File: src/sv/slnc_pkg.sv
// shared types, constants and helper functions of the nested-comment source lexer
`default_nettype none

package slnc_pkg;

  // sizing
  localparam int MAX_LEXEME        = 256;
  localparam int MAX_COMMENT_DEPTH = 255;
  localparam int LEX_W             = $clog2(MAX_LEXEME + 1);
  localparam int DEPTH_W           = $clog2(MAX_COMMENT_DEPTH + 1);
  localparam int LINE_W            = 16;
  localparam int COL_W             = 8;
  localparam int QUEUE_DEPTH       = 4;
  localparam int QPTR_W            = $clog2(QUEUE_DEPTH);
  localparam int QCNT_W            = $clog2(QUEUE_DEPTH + 1);

  // scanner modes
  typedef enum logic [3:0] {
    M_IDLE          = 4'd0,
    M_PIPE          = 4'd1,
    M_LINE          = 4'd2,
    M_BLOCK         = 4'd3,
    M_BLOCK_PIPE    = 4'd4,
    M_BLOCK_BRACKET = 4'd5,
    M_IDENT         = 4'd6,
    M_STRING        = 4'd7,
    M_STRING_ESC    = 4'd8,
    M_ENDED         = 4'd9
  } mode_t;

  // token kinds
  localparam logic [3:0] KIND_IDENT   = 4'd0;
  localparam logic [3:0] KIND_STRING  = 4'd1;
  localparam logic [3:0] KIND_END     = 4'd2;
  localparam logic [3:0] KIND_UNKNOWN = 4'd3;
  localparam logic [3:0] KIND_KW_BASE = 4'd4;
  localparam logic [3:0] KIND_COMMA   = 4'd8;
  localparam logic [3:0] KIND_DOT     = 4'd9;
  localparam logic [3:0] KIND_LBRACE  = 4'd10;
  localparam logic [3:0] KIND_RBRACE  = 4'd11;
  localparam logic [3:0] KIND_LPAREN  = 4'd12;
  localparam logic [3:0] KIND_RPAREN  = 4'd13;
  localparam logic [3:0] KIND_PLUS    = 4'd14;

  // error codes
  localparam logic [2:0] ERR_NONE        = 3'd0;
  localparam logic [2:0] ERR_BAD_ESCAPE  = 3'd1;
  localparam logic [2:0] ERR_OPEN_STRING = 3'd2;
  localparam logic [2:0] ERR_OPEN_COMMENT = 3'd3;
  localparam logic [2:0] ERR_PAST_END    = 3'd4;
  localparam logic [2:0] ERR_TOO_LONG    = 3'd5;
  localparam logic [2:0] ERR_TOO_DEEP    = 3'd6;

  // character codes
  localparam logic [7:0] CH_NUL    = 8'h00;
  localparam logic [7:0] CH_TAB    = 8'h09;
  localparam logic [7:0] CH_SPACE  = 8'h20;
  localparam logic [7:0] CH_QUOTE  = 8'h22;
  localparam logic [7:0] CH_LPAREN = 8'h28;
  localparam logic [7:0] CH_RPAREN = 8'h29;
  localparam logic [7:0] CH_PLUS   = 8'h2B;
  localparam logic [7:0] CH_COMMA  = 8'h2C;
  localparam logic [7:0] CH_DOT    = 8'h2E;
  localparam logic [7:0] CH_LBRACK = 8'h5B;
  localparam logic [7:0] CH_BSLASH = 8'h5C;
  localparam logic [7:0] CH_RBRACK = 8'h5D;
  localparam logic [7:0] CH_UNDER  = 8'h5F;
  localparam logic [7:0] CH_LOW_B  = 8'h62;
  localparam logic [7:0] CH_LOW_N  = 8'h6E;
  localparam logic [7:0] CH_LOW_R  = 8'h72;
  localparam logic [7:0] CH_LOW_T  = 8'h74;
  localparam logic [7:0] CH_LBRACE = 8'h7B;
  localparam logic [7:0] CH_BAR    = 8'h7C;
  localparam logic [7:0] CH_RBRACE = 8'h7D;
  localparam logic [7:0] CASE_GAP  = 8'h20;

  // keyword slots
  localparam logic [1:0] KW_CRISP     = 2'd0;
  localparam logic [1:0] KW_MAINCRISP = 2'd1;
  localparam logic [1:0] KW_BITE      = 2'd2;
  localparam logic [1:0] KW_ENDL      = 2'd3;

  typedef struct packed {
    logic [7:0] character;
    logic       end_of_line;
    logic       end_of_program;
  } item_t;

  typedef struct packed {
    logic [7:0]        lexeme_char;
    logic              char_valid;
    logic              token_done;
    logic [3:0]        token_kind;
    logic [LINE_W-1:0] start_line;
    logic [COL_W-1:0]  start_column;
    logic [2:0]        error_code;
  } result_t;

  // up to two results caused by one request
  typedef struct packed {
    logic    two;
    result_t first;
    result_t second;
  } bundle_t;

  typedef struct packed {
    logic full;
    logic empty;
  } queue_status_t;

  typedef struct packed {
    logic halted;
    logic push;
  } front_status_t;

  function automatic result_t mk_result(input logic [7:0] ch, input logic valid,
                                        input logic done, input logic [3:0] kind,
                                        input logic [LINE_W-1:0] line,
                                        input logic [COL_W-1:0] col,
                                        input logic [2:0] err);
    result_t r;
    r.lexeme_char  = ch;
    r.char_valid   = valid;
    r.token_done   = done;
    r.token_kind   = kind;
    r.start_line   = line;
    r.start_column = col;
    r.error_code   = err;
    return r;
  endfunction

  function automatic logic is_alpha(input logic [7:0] c);
    return (c >= 8'h61 && c <= 8'h7A) || (c >= 8'h41 && c <= 8'h5A);
  endfunction

  function automatic logic is_ident_char(input logic [7:0] c);
    return is_alpha(c) || (c >= 8'h30 && c <= 8'h39) || (c == CH_UNDER);
  endfunction

  function automatic logic [7:0] to_upper(input logic [7:0] c);
    return (c >= 8'h61 && c <= 8'h7A) ? c - CASE_GAP : c;
  endfunction

  function automatic logic [3:0] kw_len(input logic [1:0] k);
    logic [3:0] l;
    unique case (k)
      KW_CRISP:     l = 4'd5;
      KW_MAINCRISP: l = 4'd9;
      KW_BITE:      l = 4'd4;
      default:      l = 4'd4;
    endcase
    return l;
  endfunction

  // keyword text, first character in the top byte
  function automatic logic [7:0] kw_char(input logic [1:0] k, input logic [3:0] i);
    logic [71:0] s;
    logic [71:0] sh;
    unique case (k)
      KW_CRISP:     s = {"CRISP", 32'h0};
      KW_MAINCRISP: s = "MAINCRISP";
      KW_BITE:      s = {"BITE", 40'h0};
      default:      s = {"ENDL", 40'h0};
    endcase
    sh = s << {i, 3'b000};
    return sh[71:64];
  endfunction

  // keywords ruled out by an upper-cased character at a lexeme position
  function automatic logic [3:0] kw_miss(input logic [LEX_W-1:0] len, input logic [7:0] up);
    logic [3:0] m;
    for (int k = 0; k < 4; k++) begin
      m[k] = (len >= LEX_W'(kw_len(2'(k)))) || (kw_char(2'(k), len[3:0]) != up);
    end
    return m;
  endfunction

  // lowest surviving keyword of full length, else plain identifier
  function automatic logic [3:0] ident_kind(input logic [3:0] cand, input logic [LEX_W-1:0] len);
    logic [3:0] kind;
    kind = KIND_IDENT;
    for (int k = 3; k >= 0; k--) begin
      if (cand[k] && (len == LEX_W'(kw_len(2'(k))))) begin
        kind = KIND_KW_BASE + 4'(k);
      end
    end
    return kind;
  endfunction

endpackage

`default_nettype wire

File: src/sv/source_lexer_nested_comments.sv
// top level of the nested-comment source lexer
// The lexer takes one source request per clock (a byte, an end-of-line mark or an
// end-of-program mark) and returns token results on a separate valid/ready
// channel. A request is taken in the cycle it arrives as long as the four-entry
// bundle queue is not full; its results are queued and then registered at the
// output. Most requests cause zero or one result, a few cause two (a closed
// identifier or lone bar followed by a new token), and the back end drains one
// result per clock unless tok_ready stalls it, so the sustained rate is one request
// per cycle with the queue soaking up the occasional second result. Identifier and string
// characters come out one per result, followed by a closing result with kind and
// start position. After an error or past-end report the block ignores further
// requests until reset. There is no memory and no clearing pass after reset.
`default_nettype none

module source_lexer_nested_comments import slnc_pkg::*; (
  input  logic    clk,
  input  logic    rst,
  input  logic    req_valid,
  output logic    req_ready,
  input  item_t   req,
  output logic    tok_valid,
  input  logic    tok_ready,
  output result_t tok
);

  bundle_t       wr_bundle, head;
  queue_status_t q_status;
  front_status_t fr_status;
  logic          pop;

  slnc_front u_front (
    .clk       (clk),
    .rst       (rst),
    .req_valid (req_valid),
    .req_ready (req_ready),
    .req       (req),
    .q_status  (q_status),
    .bundle    (wr_bundle),
    .status    (fr_status)
  );

  slnc_queue u_queue (
    .clk    (clk),
    .rst    (rst),
    .push   (fr_status.push),
    .wr     (wr_bundle),
    .pop    (pop),
    .rd     (head),
    .status (q_status)
  );

  slnc_back u_back (
    .clk       (clk),
    .rst       (rst),
    .head      (head),
    .q_empty   (q_status.empty),
    .pop       (pop),
    .tok_valid (tok_valid),
    .tok_ready (tok_ready),
    .tok       (tok)
  );

  // no bundle is written into a full queue
  assert property (@(posedge clk) disable iff (rst) q_status.full |-> !fr_status.push)
    else $error("bundle pushed into full queue");

  // a halted scanner produces nothing more
  assert property (@(posedge clk) disable iff (rst) fr_status.halted |-> !fr_status.push)
    else $error("result produced after halt");

  // halting always comes with the error result that caused it
  assert property (@(posedge clk) disable iff (rst) $rose(fr_status.halted) |-> $past(fr_status.push))
    else $error("halt without error result");

  // error results are closing results of unknown kind with no character
  assert property (@(posedge clk) disable iff (rst)
      tok_valid && (tok.error_code != ERR_NONE) |->
      tok.token_done && (tok.token_kind == KIND_UNKNOWN) && !tok.char_valid)
    else $error("malformed error result");

  // a result that does not close a token carries an identifier or string character
  assert property (@(posedge clk) disable iff (rst)
      tok_valid && !tok.token_done |->
      tok.char_valid && ((tok.token_kind == KIND_IDENT) || (tok.token_kind == KIND_STRING)))
    else $error("character result of wrong kind");

endmodule

`default_nettype wire

File: src/sv/slnc_front.sv
// front end: accepts characters, tracks position and scan mode, builds result bundles
`default_nettype none

module slnc_front import slnc_pkg::*; (
  input  logic          clk,
  input  logic          rst,
  input  logic          req_valid,
  output logic          req_ready,
  input  item_t         req,
  input  queue_status_t q_status,
  output bundle_t       bundle,
  output front_status_t status
);

  logic              accept;
  logic              ev_eop, ev_eol, ev_char;
  logic [7:0]        c, up;
  logic              esc_ok;

  mode_t             mode, mode_next;
  logic [DEPTH_W-1:0] depth, depth_next, depth_dec;
  logic              depth_max;
  logic [3:0]        cand, cand_next;
  logic [LEX_W-1:0]  len, len_next;
  logic [LINE_W-1:0] line_cnt, line_next, tok_line, tok_line_next;
  logic [COL_W-1:0]  col_cnt, col_next, tok_col, tok_col_next;
  logic              halted, halted_next;

  mode_t             idle_mode;
  logic              idle_emit, idle_tok_set;
  result_t           idle_res;
  logic [LEX_W-1:0]  idle_len;
  logic [3:0]        idle_cand;

  logic              add_fail;
  logic [3:0]        add_cand;
  logic [LEX_W-1:0]  add_len;

  result_t           r0, r1;
  logic [1:0]        n;
  logic              use_idle, pre_n;

  // single-character punctuation decode
  function automatic logic [3:0] punct_kind(input logic [7:0] ch);
    logic [3:0] k;
    unique case (ch)
      CH_COMMA:  k = KIND_COMMA;
      CH_DOT:    k = KIND_DOT;
      CH_LBRACE: k = KIND_LBRACE;
      CH_RBRACE: k = KIND_RBRACE;
      CH_LPAREN: k = KIND_LPAREN;
      CH_RPAREN: k = KIND_RPAREN;
      CH_PLUS:   k = KIND_PLUS;
      default:   k = KIND_UNKNOWN;
    endcase
    return k;
  endfunction

  // handshake and event decode
  assign req_ready = !q_status.full;
  assign accept    = req_valid && req_ready;
  assign ev_eop    = req.end_of_program;
  assign ev_eol    = !req.end_of_program && req.end_of_line;
  assign ev_char   = !req.end_of_program && !req.end_of_line;
  assign c         = req.character;
  assign up        = to_upper(req.character);
  assign esc_ok    = (c == CH_LOW_N) || (c == CH_LOW_T) || (c == CH_LOW_B) ||
                     (c == CH_LOW_R) || (c == CH_BSLASH) || (c == CH_COMMA) ||
                     (c == CH_QUOTE);

  // comment depth helpers
  assign depth_max = depth >= DEPTH_W'(MAX_COMMENT_DEPTH);
  assign depth_dec = (depth != '0) ? depth - DEPTH_W'(1) : '0;

  // lexeme append helpers
  assign add_fail = len >= LEX_W'(MAX_LEXEME);
  assign add_cand = cand & ~kw_miss(len, up);
  assign add_len  = len + LEX_W'(1);

  // saturating position counters, frozen once halted
  always_comb begin
    line_next = line_cnt;
    col_next  = col_cnt;
    if (!halted) begin
      if (ev_eol) begin
        if (line_cnt != '1) line_next = line_cnt + LINE_W'(1);
        col_next = '0;
      end else if (ev_char && col_cnt != '1) begin
        col_next = col_cnt + COL_W'(1);
      end
    end
  end

  // what the block does with an item when it sits between tokens
  always_comb begin
    idle_mode    = M_IDLE;
    idle_emit    = 1'b0;
    idle_res     = '0;
    idle_tok_set = 1'b0;
    idle_len     = len;
    idle_cand    = cand;
    if (ev_eop) begin
      idle_mode = M_ENDED;
      idle_emit = 1'b1;
      idle_res  = mk_result(CH_NUL, 1'b0, 1'b1, KIND_END, line_cnt, col_cnt, ERR_NONE);
    end else if (!ev_eol && c != CH_SPACE && c != CH_TAB) begin
      idle_tok_set = 1'b1;
      idle_len     = '0;
      if (c == CH_BAR) begin
        idle_mode = M_PIPE;
      end else if (is_alpha(c)) begin
        idle_mode = M_IDENT;
        idle_cand = ~kw_miss('0, up);
        idle_len  = LEX_W'(1);
        idle_emit = 1'b1;
        idle_res  = mk_result(c, 1'b1, 1'b0, KIND_IDENT, line_cnt, col_cnt, ERR_NONE);
      end else if (c == CH_QUOTE) begin
        idle_mode = M_STRING;
      end else begin
        idle_emit = 1'b1;
        idle_res  = mk_result(c, 1'b1, 1'b1, punct_kind(c), line_cnt, col_cnt, ERR_NONE);
      end
    end
  end

  // next scan mode and halt flag
  always_comb begin
    mode_next   = mode;
    halted_next = halted;
    if (!halted) begin
      unique case (mode)
        M_ENDED: halted_next = 1'b1;
        M_PIPE: begin
          if (ev_char && c == CH_BAR)         mode_next = M_LINE;
          else if (ev_char && c == CH_LBRACK) mode_next = M_BLOCK;
          else                                mode_next = idle_mode;
        end
        M_LINE: begin
          if (ev_eop)      mode_next = idle_mode;
          else if (ev_eol) mode_next = M_IDLE;
        end
        M_BLOCK, M_BLOCK_PIPE, M_BLOCK_BRACKET: begin
          if (ev_eop) begin
            halted_next = 1'b1;
          end else if (ev_eol) begin
            mode_next = M_BLOCK;
          end else if (mode == M_BLOCK_PIPE && c == CH_LBRACK) begin
            if (depth_max) halted_next = 1'b1;
            else           mode_next = M_BLOCK;
          end else if (mode == M_BLOCK_BRACKET && c == CH_BAR) begin
            mode_next = (depth_dec != '0) ? M_BLOCK : M_IDLE;
          end else if (c == CH_BAR) begin
            mode_next = M_BLOCK_PIPE;
          end else if (c == CH_RBRACK) begin
            mode_next = M_BLOCK_BRACKET;
          end else begin
            mode_next = M_BLOCK;
          end
        end
        M_IDENT: begin
          if (ev_char && is_ident_char(c)) begin
            if (add_fail) halted_next = 1'b1;
          end else begin
            mode_next = idle_mode;
          end
        end
        M_STRING: begin
          if (!ev_char) begin
            halted_next = 1'b1;
          end else if (c == CH_QUOTE) begin
            mode_next = M_IDLE;
          end else begin
            if (c == CH_BSLASH) mode_next = M_STRING_ESC;
            if (add_fail) halted_next = 1'b1;
          end
        end
        M_STRING_ESC: begin
          if (ev_char && esc_ok) begin
            mode_next = M_STRING;
            if (add_fail) halted_next = 1'b1;
          end else begin
            halted_next = 1'b1;
          end
        end
        default: mode_next = idle_mode;
      endcase
    end
  end

  // results and token data
  always_comb begin
    depth_next    = depth;
    cand_next     = cand;
    len_next      = len;
    tok_line_next = tok_line;
    tok_col_next  = tok_col;
    r0            = '0;
    r1            = '0;
    n             = 2'd0;
    use_idle      = 1'b0;
    pre_n         = 1'b0;
    if (!halted) begin
      unique case (mode)
        M_ENDED: begin
          r0 = mk_result(CH_NUL, 1'b0, 1'b1, KIND_UNKNOWN, line_cnt, col_cnt, ERR_PAST_END);
          n  = 2'd1;
        end
        M_PIPE: begin
          if (ev_char && c == CH_LBRACK) begin
            depth_next = DEPTH_W'(1);
          end else if (!(ev_char && c == CH_BAR)) begin
            // lone bar becomes an unknown token at its own position
            r0 = mk_result(CH_BAR, 1'b1, 1'b1, KIND_UNKNOWN, tok_line, tok_col, ERR_NONE);
            pre_n    = 1'b1;
            use_idle = 1'b1;
          end
        end
        M_LINE: begin
          if (ev_eop) use_idle = 1'b1;
        end
        M_BLOCK, M_BLOCK_PIPE, M_BLOCK_BRACKET: begin
          if (ev_eop) begin
            r0 = mk_result(CH_NUL, 1'b0, 1'b1, KIND_UNKNOWN, line_cnt, col_cnt,
                           ERR_OPEN_COMMENT);
            n  = 2'd1;
          end else if (ev_char && mode == M_BLOCK_PIPE && c == CH_LBRACK) begin
            if (depth_max) begin
              r0 = mk_result(CH_NUL, 1'b0, 1'b1, KIND_UNKNOWN, line_cnt, col_cnt,
                             ERR_TOO_DEEP);
              n  = 2'd1;
            end else begin
              depth_next = depth + DEPTH_W'(1);
            end
          end else if (ev_char && mode == M_BLOCK_BRACKET && c == CH_BAR) begin
            depth_next = depth_dec;
          end
        end
        M_IDENT: begin
          if (ev_char && is_ident_char(c)) begin
            n = 2'd1;
            if (add_fail) begin
              r0 = mk_result(CH_NUL, 1'b0, 1'b1, KIND_UNKNOWN, tok_line, tok_col,
                             ERR_TOO_LONG);
            end else begin
              cand_next = add_cand;
              len_next  = add_len;
              r0 = mk_result(c, 1'b1, 1'b0, KIND_IDENT, tok_line, tok_col, ERR_NONE);
            end
          end else begin
            r0 = mk_result(CH_NUL, 1'b0, 1'b1, ident_kind(cand, len), tok_line, tok_col,
                           ERR_NONE);
            pre_n    = 1'b1;
            use_idle = 1'b1;
          end
        end
        M_STRING, M_STRING_ESC: begin
          n = 2'd1;
          if (mode == M_STRING && !ev_char) begin
            r0 = mk_result(CH_NUL, 1'b0, 1'b1, KIND_UNKNOWN, tok_line, tok_col,
                           ERR_OPEN_STRING);
          end else if (mode == M_STRING_ESC && !(ev_char && esc_ok)) begin
            r0 = mk_result(CH_NUL, 1'b0, 1'b1, KIND_UNKNOWN, tok_line, tok_col,
                           ERR_BAD_ESCAPE);
          end else if (mode == M_STRING && c == CH_QUOTE) begin
            r0 = mk_result(CH_NUL, 1'b0, 1'b1, KIND_STRING, tok_line, tok_col, ERR_NONE);
          end else if (add_fail) begin
            r0 = mk_result(CH_NUL, 1'b0, 1'b1, KIND_UNKNOWN, tok_line, tok_col,
                           ERR_TOO_LONG);
          end else begin
            len_next = add_len;
            r0 = mk_result(c, 1'b1, 1'b0, KIND_STRING, tok_line, tok_col, ERR_NONE);
          end
        end
        default: use_idle = 1'b1;
      endcase

      // fold in the between-tokens handling after a closed token
      if (use_idle) begin
        if (idle_tok_set) begin
          tok_line_next = line_cnt;
          tok_col_next  = col_cnt;
        end
        len_next  = idle_len;
        cand_next = idle_cand;
        if (idle_emit) begin
          if (pre_n) r1 = idle_res;
          else       r0 = idle_res;
        end
        n = {1'b0, pre_n} + {1'b0, idle_emit};
      end
    end
  end

  // scanner state
  always_ff @(posedge clk) begin
    if (rst) begin
      mode     <= M_IDLE;
      depth    <= '0;
      cand     <= 4'hF;
      len      <= '0;
      line_cnt <= LINE_W'(1);
      col_cnt  <= '0;
      tok_line <= '0;
      tok_col  <= '0;
      halted   <= 1'b0;
    end else if (accept) begin
      mode     <= mode_next;
      depth    <= depth_next;
      cand     <= cand_next;
      len      <= len_next;
      line_cnt <= line_next;
      col_cnt  <= col_next;
      tok_line <= tok_line_next;
      tok_col  <= tok_col_next;
      halted   <= halted_next;
    end
  end

  // bundle toward the queue
  assign bundle.two    = n[1];
  assign bundle.first  = r0;
  assign bundle.second = r1;
  assign status.push   = accept && (n != 2'd0);
  assign status.halted = halted;

endmodule

`default_nettype wire

File: src/sv/slnc_queue.sv
// small register queue of result bundles between front and back
`default_nettype none

module slnc_queue import slnc_pkg::*; (
  input  logic          clk,
  input  logic          rst,
  input  logic          push,
  input  bundle_t       wr,
  input  logic          pop,
  output bundle_t       rd,
  output queue_status_t status
);

  bundle_t           entries [QUEUE_DEPTH];
  logic [QPTR_W-1:0] wr_ptr, rd_ptr;
  logic [QCNT_W-1:0] count;

  assign rd           = entries[rd_ptr];
  assign status.full  = (count == QCNT_W'(QUEUE_DEPTH));
  assign status.empty = (count == '0);

  // storage
  always_ff @(posedge clk) begin
    if (push) entries[wr_ptr] <= wr;
  end

  // pointers and fill level
  always_ff @(posedge clk) begin
    if (rst) begin
      wr_ptr <= '0;
      rd_ptr <= '0;
      count  <= '0;
    end else begin
      if (push) begin
        wr_ptr <= (wr_ptr == QPTR_W'(QUEUE_DEPTH - 1)) ? '0 : wr_ptr + QPTR_W'(1);
      end
      if (pop) begin
        rd_ptr <= (rd_ptr == QPTR_W'(QUEUE_DEPTH - 1)) ? '0 : rd_ptr + QPTR_W'(1);
      end
      if (push && !pop)      count <= count + QCNT_W'(1);
      else if (pop && !push) count <= count - QCNT_W'(1);
    end
  end

endmodule

`default_nettype wire

File: src/sv/slnc_back.sv
// back end: unpacks bundles into single results behind an output register
`default_nettype none

module slnc_back import slnc_pkg::*; (
  input  logic    clk,
  input  logic    rst,
  input  bundle_t head,
  input  logic    q_empty,
  output logic    pop,
  output logic    tok_valid,
  input  logic    tok_ready,
  output result_t tok
);

  logic slot;
  logic load;

  // take the next result whenever the output register is free or draining
  assign load = !q_empty && (!tok_valid || tok_ready);
  assign pop  = load && (slot || !head.two);

  always_ff @(posedge clk) begin
    if (rst) begin
      tok_valid <= 1'b0;
      slot      <= 1'b0;
    end else begin
      if (load)           tok_valid <= 1'b1;
      else if (tok_ready) tok_valid <= 1'b0;
      if (load)           slot <= head.two && !slot;
    end
  end

  // output payload
  always_ff @(posedge clk) begin
    if (load) tok <= slot ? head.second : head.first;
  end

endmodule

`default_nettype wire

File: config.mk
export PLATFORM = sky130hd
export DESIGN_NAME = source_lexer_nested_comments
export DESIGN_NICKNAME = d
export VERILOG_FILES = /design/src/sv/slnc_pkg.sv /design/src/sv/source_lexer_nested_comments.sv /design/src/sv/slnc_front.sv /design/src/sv/slnc_queue.sv /design/src/sv/slnc_back.sv
export SDC_FILE = /design/constraint.sdc
export NUM_CORES = 1
export LEC_CHECK = 0
export ABC_CLOCK_PERIOD_IN_PS = 5250
export BUFFER_PORTS_ARGS = -buffer_cell sky130_fd_sc_hd__buf_2
export CORE_UTILIZATION = 55
export CTS_CLUSTER_DIAMETER = 150
export DETAILED_ROUTE_END_ITERATION = 6
export PLACE_DENSITY = 0.77
export SLEW_MARGIN = 20
export SYNTH_ARGS = -nofsm -noshare
export SYNTH_HDL_FRONTEND = slang
export SYNTH_SLANG_ARGS = --single-unit
File: constraint.sdc
create_clock -name clk -period 5.25 [get_ports clk]
set_input_delay 0.2625 -clock clk [delete_from_list [all_inputs] [get_ports clk]]
set_output_delay 0.2625 -clock clk [all_outputs]
set_load 0.005 [all_outputs]
==> impl_metrics.ini, run 1 <==
[worst_setup_path]
start_kind = register
r2r-start = u_front.mode[1]
crit_start = u_front.mode[1]
crit_arrival_ns = 4.72
critPathKind = reg2reg
cp-end-kind = register
rr_worst_depth = 12
cp_data_required_time_ns = 5.72
crit_fanout = 20

[cells_and_area]
syn2layout_area_growth_pct = 11.02
diodes = 0
final_cell_mix = edfxtp_1 (361), nand2_1 (184), nor2_1 (100)
layout_commonest_cell = edfxtp_1
design.final.nets = 1560
drive_above_1_share_pct = 16.36

[sta]
slew_violations = 0
hold_violations = 0
post-route-period-util_pct = 80.98
worst_pin_slew_ns = 1.055
setup_viol = 0
rsz0062_at_grt = false
maxSlewHeadroom_pct = 28.58
finalCriticalPeriod_ns = 4.252
fin_worst_skew_ns = 0.01226
tns_ns = 0
setup_slack_ns = 0.9984
clock.fmax_mhz = 235.2

[global_routing]
grt_pass1_wl_um = 72660
grt_usage_pct = 25.91
antenna_found_initial = 0
grt_pass1_vias = 12911
grt_max_degree = 66
grt.overflow.total = 0

[logic_synthesis]
synth_fp_nets = 1530
ys_seq_area_share_pct = 62.78
avgSynthCellArea_um2 = 13.37
synthArstFlopShare_pct = 0
syn_area_um2 = 19980
syn-instance-count = 1494
synth_seq_cells = 446
yosys_warnings = 0
synth-edff-count = 361
synthFlopType = edfxtp_1
synthDistinctLibCells = 88

[floorplan]
design.die.area_um2 = 37090
fp.dieH_um = 192.6
dieWidth_um = 192.6
io_pins = 57
rows = 69
start_util_pct = 56.03
core-area_um2 = 35660

[clock_network]
cts_tree = done
clkSlewWorstSetupHoldPaths_ns = 0.06
root_buffer = clkbuf_16
clock-sinks = 446
clk_path_buf_depth = 3
cts_resized = 0
htree_levels = 2
post_cts_buffers = 0
cts_buffers = 43
hold_buffers = 1
clk_latency_ns = 0.55

[place]
dp_slack_ns = 0.9608
dp_hpwl_um = 28200
io_buffers = 56
place_congestion = 0.9053

[outcome]
violations = design-rule violations
outcome = finished, violations left

[drt]
vias_per_cell = 6.317
drc = 14
via_count = 12761
drt_iter0_drc = 1344
wl_per_cell_um = 23.02
wl_um = 46510
ant_nets = 0
drt-pass1-iter-count = 7

[hold_path]
holdCritPathClass = in2reg
holdPathStages = 5
hold_start = req_valid

[power_and_ir_drop]
leakage_nw = 7.711
max-vdd-ir-drop_mv = 0.2681
p_per_area_nw_per_um2 = 489.1

[run]
maxCapViolCount = 0
-- sequential cells by signal (all words and copies together) (netlist names), named ones only --
name,count
u_front.col_cnt,8
u_front.cand,4
u_front.mode,4
u_queue.count,3
u_queue.rd_ptr,2
u_queue.wr_ptr,2
u_front.depth,8
u_front.tok_col,8
u_queue.entries,320
u_back.tok_valid,1
u_front.line_cnt,16
u_front.len,9
u_front.halted,1
u_front.tok_line,16
u_back.tok,41
u_back.slot,1
-- stage by stage --
step | cells | util [%] | total power [mW] | instance area [µm²] | hold slack, ns
2_1_floorplan | 1494 | - | 6.876 | 19980 | 0.4406
3_5_place_dp | 1939 | 58.19 | 7.818 | 20750 | 0.4706
3_3_place_gp | 1939 | 58.19 | 7.726 | 20750 | 0.4566
6_report | 2020 | 62.20 | 10.85 | 22180 | 0.2071
5_1_grt | 2020 | 62.20 | 11.35 | 22180 | 0.2189
4_1_cts | 2020 | 62.20 | 10.92 | 22180 | 0.1700
-- critical path: stages, from the launching register on --
cell and delay (ns):
dfxtp_1 0.71, nor2b_1 0.38, o21ai_0 0.14, a32oi_1 0.40
o21ai_0 0.22, a21oi_1 0.51, o311a_1 0.42, ha_1 0.25
inv_1 0.07, fa_1 0.43, xor2_1 0.18, or3_1 0.30
a21oi_1 0.14
-- where the power goes --
| part | switching (mW) | internal (mW) | total (mW) |
|---|---|---|---|
| Clock | 1.27 | 1.81 | 3.07 |
| Sequential | 0.280 | 4.64 | 4.92 |
| Combinational | 1.68 | 1.18 | 2.86 |
-- metal layers --
metal	share of wire [%]	vias to the layer above	GRT usage, %
li1	-	5768	-
met1	41	6342	35.35
met2	49	551	41.74
met3	7.0	100	4.601
met4	2.9	0	9.388
met5	0	-	0
-- cells in the mapped netlist, types with 6 or more instances --
cell type / count / area, µm²
o22ai_1: 6 / 37.54
mux2i_1: 34 / 340.3
or4_1: 9 / 67.56
nor2_1: 100 / 375.4
ha_1: 21 / 262.8
inv_1: 29 / 108.9
nand2_1: 184 / 690.7
and3_1: 38 / 237.7
xnor2_1: 7 / 61.31
edfxtp_1: 361 / 10840
and2_1: 26 / 162.7
a211oi_1: 7 / 52.55
nand2b_1: 17 / 106.4
nor4_1: 9 / 56.30
o21a_1: 8 / 60.06
nor2b_1: 10 / 62.56
xor2_1: 22 / 192.7
nand3_1: 29 / 145.1
dfxtp_1: 85 / 1702
nand4_1: 16 / 100.1
clkbuf_1: 74 / 277.8
o31ai_1: 7 / 52.55
a22o_1: 24 / 210.2
nand3b_1: 6 / 45.04
mux4_2: 80 / 1802
a31oi_1: 13 / 81.33
o21ai_0: 46 / 230.2
buf_1: 12 / 45.04
a21oi_1: 62 / 310.3
or3_1: 19 / 118.9
nor3_1: 20 / 100.1
-- path summary, 6_finish.rpt --
path	endpoint	slack [ns]
max	u_queue.count[2]	1.0
max reg2reg	u_queue.count[2]	1.0
min	u_front.halted	0.21
min reg2reg	u_back.tok_valid	0.48
-- logic make-up after synthesis --
logic type	synth area share, %
buffers and inverters	2.393
XOR/XNOR	1.271
AO/OA/AOI/OAI	8.287
adder cells (fa/ha/maj)	1.416
flip-flops	62.78
multiplexers	10.78
AND/OR/NAND/NOR	13.07
-- area by class of cell --
type                    instances  area (µm²)
fillers                      2570       13480
flip-flops and latches        446       12550
multi-input cells             926        7025
clock buffers                  65        1251
well taps                     461       576.8
repair buffers                 77       490.5
clock inverters                15       168.9
inverters                      30       113.9
Note: power is estimated with default switching activity, not from simulation.
==> run 2, diff against run 1 <==
- ABC_CLOCK_PERIOD_IN_PS: 5250 -> 4000
- clock period: 5.25 -> 4 ns (I/O delays scaled with it)
==> run 2 against run 1 <==
  * The run still ends with design-rule violations left
  * Critical path depth up 1
  * Worst hold slack worse by 0.12 ns
  * Sequential power up 31%
  * Largest cell class unchanged
==> impl_metrics.ini, run 2 (synthesis gave the netlist of run 1 again) <==
[worst_setup_path]
r2r_slack_ns = 0.38
start_kind = register
crit_arrival_ns = 4.10
cp_data_required_time_ns = 4.48
crit_chain = nor2_1 > and3_1 > and2_1 > a211oi_1 > inv_1 > ha_1 > o311a_1 > ha_1 > inv_1 > fa_1 > xor2_1 > or3_1 > a21oi_1
rr_worst_depth = 13
cp-end-kind = register
critPathSlowestCell = dfxtp_1
r2r-start = u_front.mode[1]
critPathKind = reg2reg
crit_fanout = 20
max_stage_delay_ns = 0.69
r2r-end = u_queue.count[2]

[floorplan]
dieWidth_um = 192.6
start_util_pct = 56.03
io_pins = 57
rows = 69
fp.dieH_um = 192.6
core-area_um2 = 35660
design.die.area_um2 = 37090

[sta]
worst_pin_slew_ns = 1.116
hold_violations = 0
finalCriticalPeriod_ns = 3.616
clock.fmax_mhz = 276.5
setup_slack_ns = 0.3836
hold_ws_ns = 0.08734
slew_violations = 0
maxSlewHeadroom_pct = 25.30
rsz0062_at_grt = false
post-route-period-util_pct = 90.41
setup_viol = 0
tns_ns = 0
fin_worst_skew_ns = 0.01841

[hold_path]
holdPathStages = 5
holdCritPathClass = in2reg
hold_start = req_valid
whs_endpoint = u_front.halted

[drt]
drt-pass1-iter-count = 7
drc = 16
vias_per_cell = 6.244
drt_iter0_drc = 1035
wl_um = 45510
ant_nets = 0
wl_per_cell_um = 22.17
via_count = 12818

[cells_and_area]
largestRegisters = u_queue.entries x320, u_back.tok x41
multi_input_area_um2 = 7017
fill_cells = 2583
layout_commonest_cell = edfxtp_1
final_cell_mix = edfxtp_1 (361), nand2_1 (184), nor2_1 (100)
largest_register = u_queue.entries
design.final.nets = 1591
diodes = 0
largest_reg_flops = 320
syn2layout_area_growth_pct = 11.88
seqCellArea_um2 = 12550
drive_above_1_share_pct = 17.78

[power_and_ir_drop]
fin_total_pwr_mw = 14.18
leakage_nw = 7.829
max-vdd-ir-drop_mv = 0.2923
p_per_area_nw_per_um2 = 634.5

[clock_network]
htree_levels = 2
clk_path_buf_depth = 3
root_buffer = clkbuf_16
cts_buffers = 45
clk_latency_ns = 0.56
cts_resized = 0
cts_tree = done
clkSlewWorstSetupHoldPaths_ns = 0.06
clock-sinks = 446

[outcome]
violations = design-rule violations
outcome = finished, violations left

[global_routing]
grt_pass1_vias = 12742
grt_max_degree = 57
grt.overflow.total = 0
antenna_found_initial = 0
grt_pass1_wl_um = 71170
grt_usage_pct = 25.30

[run]
maxCapViolCount = 0

[place]
place_congestion = 0.9010
dp_hpwl_um = 27760
io_buffers = 56
dp_slack_ns = 0.2290
run 2: area by class of cell:
class,instances,share of cell area [%]
flip-flops and latches,446,56.16
multi-input cells,926,31.39
clock buffers,63,5.525
repair buffers,106,3.113
well taps,461,2.581
clock inverters,21,0.7222
inverters,30,0.5094
run 2: worst max-delay path: cells and delay by family, from the launching register on:
kind | cells | cell delay, ns
xor gates and xnor gates | 1 | 0.17
adders and majority gates | 3 | 0.92
and+or+nand+nor | 4 | 0.97
AOI/OAI and AO/OA | 3 | 0.62
buffers and inverters | 2 | 0.17
DFF | 1 | 0.69
run 2: worst max path at each step:
stage	from	endpoint
final	u_front.mode[1]	u_queue.count[2]
after global routing	u_front.mode[1]	u_queue.count[2]
after CTS	u_front.mode[1]	u_queue.count[2]
after detailed placement	req[6]	u_queue.count[2]
after global placement	req[6]	u_queue.count[2]
after floorplan	req[6]	u_queue.entries[0][10]
run 2: routing by layer:
layer,vias up,routed length (µm),GRT usage (%)
met5,-,0,0
met4,0,850,6.602
met3,61,3146,4.346
met2,493,22310,41.78
met1,6443,19200,34.78
li1,5821,-,-
run 2: report_power, final:
| part | total (mW) | switching [mW] | internal (mW) |
|---|---|---|---|
| Clock | 3.95 | 1.71 | 2.24 |
| Combinational | 3.78 | 2.19 | 1.59 |
| Sequential | 6.45 | 0.360 | 6.09 |
run 2: repair_timing:
item,CTS,global route
setup buffers,0,0
hold buffers,1,0
endpoints found under the hold margin,1,0
run 2: per-stage QoR:
stage	util, %	std cells	instance area [µm²]
finish	62.68	2053	22350
global route	62.68	2053	22350
CTS	62.68	2053	22350
detailed placement	58.74	1968	20940
global placement	58.74	1968	20940
floorplan	-	1494	19980
